--- src/nfa_ram.sv ---
`default_nettype none

module nfa_ram #(
	parameter int WIDTH = 8,
	parameter longint DEPTH = 2,
	localparam int ADDR_W = (DEPTH > 1) ? $clog2(DEPTH) : 1
) (
	input  wire               clk,
	input  wire               we,
	input  wire  [ADDR_W-1:0] waddr,
	input  wire  [WIDTH-1:0]  wdata,
	input  wire               re,
	input  wire  [ADDR_W-1:0] raddr,
	output logic [WIDTH-1:0]  rdata
);

	logic [WIDTH-1:0] mem_q [0:DEPTH-1];
	logic [WIDTH-1:0] rdata_q;

	// one write port, one registered read port
	always_ff @(posedge clk) begin
		if (we) begin
			mem_q[waddr] <= wdata;
		end
		if (re) begin
			rdata_q <= mem_q[raddr];
		end
	end

	assign rdata = rdata_q;

endmodule

`default_nettype wire

--- config.mk ---
export PLATFORM = sky130hd
export DESIGN_NAME = nfa_ram
export DESIGN_NICKNAME = d
export VERILOG_FILES = /design/src/nfa_ram.sv
export SDC_FILE = /design/constraint.sdc
export NUM_CORES = 1
export LEC_CHECK = 0
export ABC_AREA = 1
export BUFFER_PORTS_ARGS = -buffer_cell sky130_fd_sc_hd__buf_2
export CAP_MARGIN = 25
export CORE_MARGIN = 3
export CORE_UTILIZATION = 44
export DETAILED_ROUTE_END_ITERATION = 12
export PLACE_DENSITY = 0.71
export REMOVE_ABC_BUFFERS = 1
export SKIP_LAST_GASP = 1
export SYNTH_ARGS = -nofsm -noshare
export SYNTH_HDL_FRONTEND = slang
export SYNTH_SLANG_ARGS = --single-unit
--- constraint.sdc ---
create_clock -name clk -period 0.8 [get_ports clk]
set_input_delay 0.08 -clock clk [delete_from_list [all_inputs] [get_ports clk]]
set_output_delay 0.08 -clock clk [all_outputs]
set_load 0.1 [all_outputs]
=== Word level (Yosys, flattened, before mapping) ===
Memories as Yosys holds them, arrays and structs flattened. A register that Yosys moved wholly into a read port is not among the register bits.
Cells that the tools add are included.

* Register bits after elaboration: 0
* Latch bits: 0
* Bits in writable memories: 16
* Memory bits (read-only): 0
* Input port bits: 13
* Output and inout bits: 8
* Word-level logic and storage cells: 3
* Memories kept: 1

{| class="wikitable"
|+ Memory list
! name !! words !! bits a word !! rd ports !! clocked after Yosys merged registers in !! write ports !! line !! text
|-
| mem_q || 2 || 8 || 1 || 1 || 1 || 17 || <nowiki>logic [WIDTH-1:0] mem_q [0:DEPTH-1];</nowiki>
|}

* $add $sub $neg: 0
* $mul: 0
* Divide/modulo/power cells: 0
* Order comparisons: 0
* Equal/unequal tests: 0
* Shift-type cells: 0
* Muxes and demuxes: 2
* Bitwise gates (word level): 0
* Reductions and logical operators: 0

{| class="wikitable"
|+ Operators with widths
! kind !! count
|-
| $mux W1 || 2
|}

=== Depth between registers and ports, before layout ===
Gate-level depths: netlist (run 1).

* Word-level depth: 2
* Gate-level depth with buffers: 4
* Gate-level depth less buffers: 3

=== Worst setup path after synthesis (run 1) ===
OpenSTA, ideal clock, no wires.

* Path type: register -> output
* Start point: reg rdata_q[0] (netlist: rdata[0]) (read register of mem_q)
* End point: out rdata[0]
* Arrival: 0.904 ns
* Required time: 0.720 ns
* Slack: -0.184 ns
* Stages on the path, launching flop included: 1
* Buffers on the path: 0
* Path through: edfxtp_1

{| class="wikitable"
|+ RTL lines
! element !! line !! text
|-
| start: declaration || 18 || <nowiki>logic [WIDTH-1:0] rdata_q;</nowiki>
|-
| end: declaration || 14 || <nowiki>output logic [WIDTH-1:0] rdata</nowiki>
|}

No word-level cell between the ends.

=== Worst setup path in the final report (run 1) ===
* Start point: reg rdata_q[4] (netlist: rdata[4]) (read register of mem_q)
* End point: out rdata[4]

No word-level cell between the ends.

==> results of run 1 <==
[area by class of cell]
class                           instances  area (sq um)  area share (%)
Clock buffer                            3          22.5            1.88
Clock inverter                          1          3.75           0.314
Inverter                                3          11.3           0.942
Multi-Input combinational cell         26          97.6            8.17
Sequential cell                        24           721            60.3
Tap cell                               25          31.3            2.62
Timing Repair Buffer                   29           308            25.8
[cells by family (layout without fill, tap and decap cells)]
kind of cell | after synthesis | in the layout
and+or+nand+nor | 26 | 26
DFF | 24 | 24
buffers and inverters | 4 | 36
[cells in the mapped netlist]
cell type / number
nand2_1: 25
edfxtp_1: 24
inv_1: 2
buf_6: 1
inv_2: 1
nor2_1: 1
[registers in the layout, summed over array words and instances, names as in the netlist]
name / count
mem_q: 16
rdata: 8
[timing repair]
item	in CTS	in global routing
endpoints found under the setup margin	8	8
pin swaps	0	0
hold buffers	8	0
gates cloned	0	0
resized for setup	0	0
hold endpoints to repair	16	0
[routing by layer]
| metal | routed length [um] | vias to the layer above | track usage (%) |
|---|---|---|---|
| met2 | 694 | 17 | 20.0 |
| met3 | 66 | 2 | 4.23 |
| met1 | 481 | 219 | 12.3 |
| met5 | 0 | - | 0 |
| li1 | - | 249 | - |
| met4 | 14 | 0 | 8.29 |
[through the flow]
stage                     instances  hold slack [ps]  setup TNS [ps]  util (%)
after floorplan                  53              179           -1790         -
after global placement           99              269               0      61.7
after detailed placement         99              271               0      61.7
after CTS                       111              107           -1780      67.7
after global routing            111             88.9           -2030      67.7
final                           111              105           -1620      67.7
[power breakdown]
group / internal, mW / switching (mW) / total (mW)
registers: 1.48 / 0.0365 / 1.52
clock network: 0.182 / 0.314 / 0.496
logic: 0.173 / 0.294 / 0.468
[path summary, 6_finish.rpt]
check / start / end / slack, ps / depth (start not counted)
hold / removal: re / rdata[5]$_DFFE_PP_ / 100 / 1
setup / recovery: rdata[4]$_DFFE_PP_ / rdata[4] / -210 / 1
setup reg to reg: mem_q[1][3]$_DFFE_PP_ / rdata[3]$_DFFE_PP_ / 50 / 2
hold reg to reg: mem_q[1][5]$_DFFE_PP_ / rdata[5]$_DFFE_PP_ / 520 / 2
==> results.json, run 1 <==
{
  "cts_root_buffer": "clkbuf_4",
  "ir_drop_v": 0.00129,
  "failed_checks": "negative setup slack",
  "drt-pass1-iter-count": 4,
  "gr-total-overflow": 0,
  "wl_per_cell_um": 11.3,
  "crit_required_ps": 720,
  "via_count": 487,
  "drt-total-wl_um": 1260,
  "clockBufferDepth": 2,
  "yosysUniqueCellTypes": 6,
  "setup_violations": 8,
  "crit_type": "register to output pin",
  "fin_crit_sh_pct": 126,
  "syn-cell-area_sq_um": 841,
  "synth_simple_gate_area_share_pct": 11.6,
  "ys_ff_latch": 24,
  "cts.clk_slew.worst_paths_ps": 120,
  "holdCritPathClass": "input port to register",
  "cp_num_buf_inv": 1,
  "total_power_mw": 2.48,
  "layout_min_cycle_time_ps": 1010,
  "dpl_cell_area_sq_mm": 0.00109,
  "grtUsageTotal_pct": 12.0,
  "p_leak_nw": 0.497,
  "row_count": 15,
  "dieWidth_um": 49.7,
  "place.gp.congestion": 0.673,
  "post-dp-hpwl_um": 887,
  "synth-adder-area-share_pct": 0,
  "stdcell_area_sq_mm": 0.00119,
  "cp_top_family": "flip-flops",
  "syn_inst": 54,
  "n_antenna_cell": 0,
  "start_util_pct": 47.7,
  "synth_largest_area_cell": "edfxtp_1",
  "final_cell_mix": "nand2_1, edfxtp_1, buf_2",
  "finalHoldViolCount": 0,
  "via_per_inst": 4.39,
  "pre_cts_slack_ps": 8.16,
  "grt_pass1_wl_um": 2100,
  "syn_area_per_cell_sq_um": 15.6,
  "numClockSinks": 24,
  "cp-end-kind": "output pin",
  "cp_slowest_cell": "edfxtp_1",
  "ys_seq_area_share_pct": 85.7,
  "yosys_warnings": 0,
  "antenna_found_initial": 0,
  "grt_max_degree": 14,
  "ant_nets": 0,
  "cts_buffers": 3,
  "die_y_um": 49.7,
  "path_cells": "buf_12",
  "outcome": "complete, but fails checks",
  "dr.first_iter.drc_count": 17,
  "layout_commonest_cell": "nand2_1",
  "portBuffers": 20,
  "grt_setup_unrepaired": "yes",
  "synth_top_family_by_area": "simple AND/OR/NAND/NOR gates",
  "start_kind": "register",
  "power_per_cell_area_mw_per_mm2": 2080,
  "io_pins": 21,
  "synth_top_area_share_pct": 85.7,
  "tightest_slew_ps": 310,
  "ys_top_cells_by_area": "edfxtp_1, nand2_1, buf_6",
  "synthMuxAreaShare_pct": 0,
  "maxSlewViolCount": 0,
  "coreArea_sq_mm": 0.00176,
  "die_area_sq_mm": 0.00247,
  "drc_errors": 0,
  "cts_max_level": 1,
  "slowest_delay_ps": 440,
  "grt_pass1_vias": 490,
  "final_nets": 100,
  "path_max_fanout": 1,
  "synth_compound_area_share_pct": 0,
  "fmax_mhz": 991,
  "cts_setup_buffers": 0,
  "fin_ws_ps": -209,
  "clock_skew_ps": 7.64,
  "cp.arrival_ps": 930,
  "slew_headroom_pct": 79.3,
  "area_growth_pct": 42.1,
  "num-fill-cells": 135,
  "drv_cap": 0,
  "clk_latency_ps": 300,
  "synthXorXnorAreaFrac_pct": 0,
  "post_route_cells_drive_above_1_share_pct": 29.1,
  "cts_tree": "done"
}
Power figures use the tool's default switching activity.
==> inputs of run 2 (changes only) <==
--- a/config.mk
+++ b/config.mk
@@ -8,6 +8,7 @@
 export ABC_AREA = 1
 export BUFFER_PORTS_ARGS = -buffer_cell sky130_fd_sc_hd__buf_2
 export CAP_MARGIN = 25
+export CORE_ASPECT_RATIO = 0.9
 export CORE_MARGIN = 3
 export CORE_UTILIZATION = 44
 export DETAILED_ROUTE_END_ITERATION = 12
==> results.json, run 2 (synthesis results as in run 1) <==
{
  "area_growth_pct": 41.5,
  "portBuffers": 20,
  "crit_start": "rdata[4]$_DFFE_PP_",
  "drc_errors": 0,
  "reg2reg_slack_ps": 60,
  "largest-register": "mem_q",
  "setup_violations": 8,
  "power_per_cell_area_mw_per_mm2": 2090,
  "gr-total-overflow": 0,
  "layout_min_cycle_time_ps": 1010,
  "failed_checks": "negative setup slack",
  "drv_cap": 0,
  "largest_register_ffs": 16,
  "cts.clk_slew.worst_paths_ps": 120,
  "holdCritPathClass": "input port to register",
  "cp-end-kind": "output pin",
  "path_max_fanout": 1,
  "n_antenna_cell": 0,
  "numClockSinks": 24,
  "cp_top_family": "flip-flops",
  "cts_buffers": 3,
  "grt_pass1_vias": 444,
  "dr_wl_met2_um": 642,
  "drt-total-wl_um": 1200,
  "via_per_inst": 4.56,
  "path_cells": "buf_12",
  "timing.rr.end": "rdata[3]$_DFFE_PP_",
  "start_util_pct": 48.5,
  "post-dp-hpwl_um": 857,
  "highest_layer": "met4",
  "antenna_found_initial": 0,
  "clock_skew_ps": 0.796,
  "post_route_cells_drive_above_1_share_pct": 29.4,
  "slowest_delay_ps": 440,
  "finalHoldViolCount": 0,
  "seq_power_share_pct": 61.2,
  "grt_setup_unrepaired": "yes",
  "cp.arrival_ps": 930,
  "cts_setup_buffers": 0,
  "slew_headroom_pct": 80.2,
  "coreArea_sq_mm": 0.00173,
  "switching_share_pct": 26.2,
  "fin_crit_sh_pct": 127,
  "worstHoldStart": "re",
  "p_leak_nw": 0.496,
  "grtUsageTotal_pct": 10.4,
  "clk_latency_ps": 300,
  "cts_root_buffer": "clkbuf_4",
  "clockBufferDepth": 2,
  "dieWidth_um": 52.1,
  "ant_nets": 0,
  "crit_type": "register to output pin",
  "maxSlewViolCount": 0,
  "cp_slowest_cell": "edfxtp_1",
  "whs_path_depth": 1,
  "clkPwrFrac_pct": 20.0,
  "crit_required_ps": 720,
  "die_area_sq_mm": 0.00247,
  "grt_max_degree": 13,
  "power_frac_comb_pct": 18.7,
  "met3_length_um": 86,
  "drt-pass1-iter-count": 4,
  "place.gp.congestion": 0.718,
  "post_cts_resized": 0,
  "netSwitchingPower_mw": 0.651,
  "ir_drop_v": 0.00132,
  "cp_num_buf_inv": 1,
  "grt_pass1_wl_um": 1790,
  "internal-power_mw": 1.83,
  "total_power_mw": 2.49,
  "wl_per_cell_um": 11.0,
  "fin_ws_ps": -214,
  "cts_tree": "done",
  "hold_slack_ps": 107,
  "final_cell_mix": "nand2_1, edfxtp_1, buf_2",
  "via_count": 497,
  "tightest_slew_ps": 297,
  "wl_met1_um": 465,
  "row_count": 14,
  "r2r_start": "mem_q[1][3]$_DFFE_PP_",
  "final_nets": 100,
  "worst-r2r-cell-count": 2,
  "layout_commonest_cell": "nand2_1",
  "start_kind": "register",
  "cts_max_level": 1,
  "dr.first_iter.drc_count": 14,
  "die_y_um": 47.5,
  "fmax_mhz": 986,
  "outcome": "complete, but fails checks",
  "io_pins": 21,
  "hold_path_end": "rdata[4]$_DFFE_PP_"
}
[run 2: worst max path at each step]
stage	end	depth (start not counted)	slack (ps)
6_report	rdata[4]	1	-210
4_1_cts	rdata[4]	1	-220
2_1_floorplan	rdata[0]	0	-180
3_5_place_dp	mem_q[1][2]$_DFFE_PP_	3	20
5_1_grt	rdata[3]	1	-240
3_3_place_gp	mem_q[1][2]$_DFFE_PP_	3	50
[run 2: area by class of cell]
class / instances / area (sq um)
clock buffers: 3 / 22.5
fillers: 119 / 544
inverters: 3 / 11.3
multi-input cells: 26 / 97.6
flip-flops and latches: 24 / 721
well taps: 24 / 30.0
repair buffers: 29 / 308
[run 2: metal layers]
metal / vias up / track usage [%]
met5: - / 0
met4: 0 / 4.71
met3: 2 / 3.43
met2: 21 / 19.3
met1: 225 / 11.1
li1: 249 / -
[run 2: metrics by stage]
step	setup TNS [ps]	utilization (%)	area, sq um	worst slack [ps]	std cells
6_report	-1650	68.6	1190	-214	109
5_1_grt	-1850	68.6	1190	-243	109
4_1_cts	-1640	68.6	1190	-216	109
3_5_place_dp	0	62.7	1090	15.9	98
3_3_place_gp	0	62.7	1090	51.7	98
2_1_floorplan	-1790	-	830	-184	53
[run 2: power groups by stage]
stage	registers (mW)	logic [mW]	clock network [mW]
6_report	1.52	0.465	0.498
4_1_cts	1.52	0.467	0.487
3_3_place_gp	1.55	0.430	0
2_1_floorplan	1.74	0.0486	0
5_1_grt	1.53	0.486	0.519
3_5_place_dp	1.55	0.437	0
[run 2: worst register-to-register path, stage by stage (launching register included)]
cell      delay, ps
edfxtp_1        390
nand2_1          80
nand2_1          50
[run 2: what timing repair did]
item / 4_1_cts / 5_1_grt
setup endpoints to repair: 8 / 8
pin swaps: 0 / 0
hold buffers: 8 / 0
endpoints found under the hold margin: 16 / 0
==> inputs of run 3 (changes only) <==
--- a/config.mk
+++ b/config.mk
@@ -12,7 +12,7 @@
 export CORE_MARGIN = 3
 export CORE_UTILIZATION = 44
 export DETAILED_ROUTE_END_ITERATION = 12
-export PLACE_DENSITY = 0.71
+export PLACE_DENSITY = 0.7
 export REMOVE_ABC_BUFFERS = 1
 export SKIP_LAST_GASP = 1
 export SYNTH_ARGS = -nofsm -noshare
==> results.json, run 3 (synthesis results as in run 1) <==
{
  "cp_slowest_cell": "edfxtp_1",
  "post_cts_resized": 0,
  "drt-total-wl_um": 1260,
  "clock_skew_ps": 3.24,
  "cts.clk_slew.worst_paths_ps": 120,
  "grt_pass1_vias": 482,
  "fin_cells": 110,
  "maxSlewViolCount": 0,
  "p_leak_nw": 0.497,
  "drc_errors": 0,
  "cts_tree": "done",
  "use_met3_pct": 1.25,
  "whs_path_depth": 1,
  "worstHoldStart": "re",
  "drv_cap": 0,
  "dr.first_iter.drc_count": 12,
  "crit_start": "rdata[4]$_DFFE_PP_",
  "die_y_um": 47.5,
  "portBuffers": 20,
  "ir_drop_v": 0.00124,
  "cts_root_buffer": "clkbuf_4",
  "gr-total-overflow": 0,
  "largest_register_ffs": 16,
  "antenna_found_initial": 0,
  "slew_headroom_pct": 78.5,
  "finalHoldViolCount": 0,
  "place.gp.congestion": 0.749,
  "setup_violations": 8,
  "cts_buffers": 3,
  "outcome": "complete, but fails checks",
  "via_count": 479,
  "cp.arrival_ps": 930,
  "crit_type": "register to output pin",
  "row_count": 14,
  "drt-pass1-iter-count": 2,
  "grt-busiest-layer": "met2",
  "fmax_mhz": 993,
  "wl_per_cell_um": 11.4,
  "n_antenna_cell": 0,
  "dieWidth_um": 52.1,
  "failed_checks": "negative setup slack",
  "cts_max_level": 1,
  "io_pins": 21,
  "layout_commonest_cell": "nand2_1",
  "area_growth_pct": 42.0,
  "path_cells": "buf_12",
  "clockBufferDepth": 2,
  "largest-register": "mem_q",
  "stdcell_area_sq_mm": 0.00119,
  "ant_nets": 0,
  "clk_latency_ps": 290,
  "worst-r2r-cell-count": 2,
  "cts_setup_buffers": 0,
  "cp_top_family": "flip-flops",
  "start_kind": "register",
  "cp_num_buf_inv": 1,
  "final_nets": 100,
  "slowest_delay_ps": 440,
  "fin_setup_tns_ps": -1570,
  "grt_setup_unrepaired": "yes",
  "coreArea_sq_mm": 0.00173,
  "power_per_cell_area_mw_per_mm2": 2080,
  "cp-end-kind": "output pin",
  "path_max_fanout": 1,
  "grtUsageTotal_pct": 11.8,
  "crit_cells": 1,
  "crit_required_ps": 720,
  "final_util_pct": 68.8,
  "post_route_cells_drive_above_1_share_pct": 29.1,
  "numClockSinks": 24,
  "grt_use_met1_pct": 12.7,
  "start_util_pct": 48.5,
  "via_per_inst": 4.35,
  "die_area_sq_mm": 0.00247,
  "fin_ws_ps": -208,
  "place_inst": 98,
  "layout_min_cycle_time_ps": 1010,
  "r2r_start": "mem_q[1][5]$_DFFE_PP_",
  "grt_max_degree": 14,
  "final_cell_mix": "nand2_1, edfxtp_1, buf_2",
  "dpl_cell_area_sq_mm": 0.00109,
  "fin_crit_sh_pct": 126,
  "grt_pass1_wl_um": 1980,
  "tightest_slew_ps": 322,
  "holdCritPathClass": "input port to register",
  "num-fill-cells": 119,
  "use_met2_pct": 20.1
}
==> run 3: per-layer routing <==
| metal | wire (um) | share of wire (%) | vias up |
|---|---|---|---|
| met5 | 0 | 0 | - |
| met4 | 27 | 2.2 | 0 |
| met3 | 52 | 4.1 | 2 |
| met2 | 674 | 54 | 17 |
| met1 | 500 | 40 | 213 |
| li1 | - | - | 247 |
==> run 3: what timing repair did <==
item | in CTS | in global routing
gates cloned | 0 | 0
hold buffers | 8 | 0
endpoints found under the setup margin | 8 | 8
hold endpoints to repair | 16 | 0
==> run 3: layout make-up <==
class / count / area (sq um) / area share (%)
sequential: 24 / 721 / 60.4
timing repair buffer: 29 / 308 / 25.8
multi-input combinational: 26 / 97.6 / 8.18
tap: 24 / 30.0 / 2.52
clock buffer: 3 / 22.5 / 1.89
inverter: 3 / 11.3 / 0.943
clock inverter: 1 / 3.75 / 0.314
==> run 3: path summary, 6_finish.rpt <==
check | end | slack [ps]
setup / recovery | rdata[4] | -210
hold / removal | rdata[7]$_DFFE_PP_ | 110
setup reg to reg | rdata[5]$_DFFE_PP_ | 50
hold reg to reg | rdata[0]$_DFFE_PP_ | 530
==> run 3: through the flow <==
| step | setup WS, ps | power [mW] | hold slack (ps) |
|---|---|---|---|
| 3_5_place_dp | -26.2 | 1.99 | 274 |
| 3_3_place_gp | 44.4 | 1.98 | 269 |
| 4_1_cts | -225 | 2.50 | 107 |
| 2_1_floorplan | -184 | 1.79 | 179 |
| 5_1_grt | -259 | 2.59 | 102 |
| 6_report | -208 | 2.48 | 106 |
==> run 3: report_power, final <==
part	switching (mW)	internal (mW)	leakage, nW	total (mW)
Clock	0.310	0.181	0.0154	0.491
Sequential	0.0386	1.48	0.230	1.52
Combinational	0.292	0.173	0.252	0.466
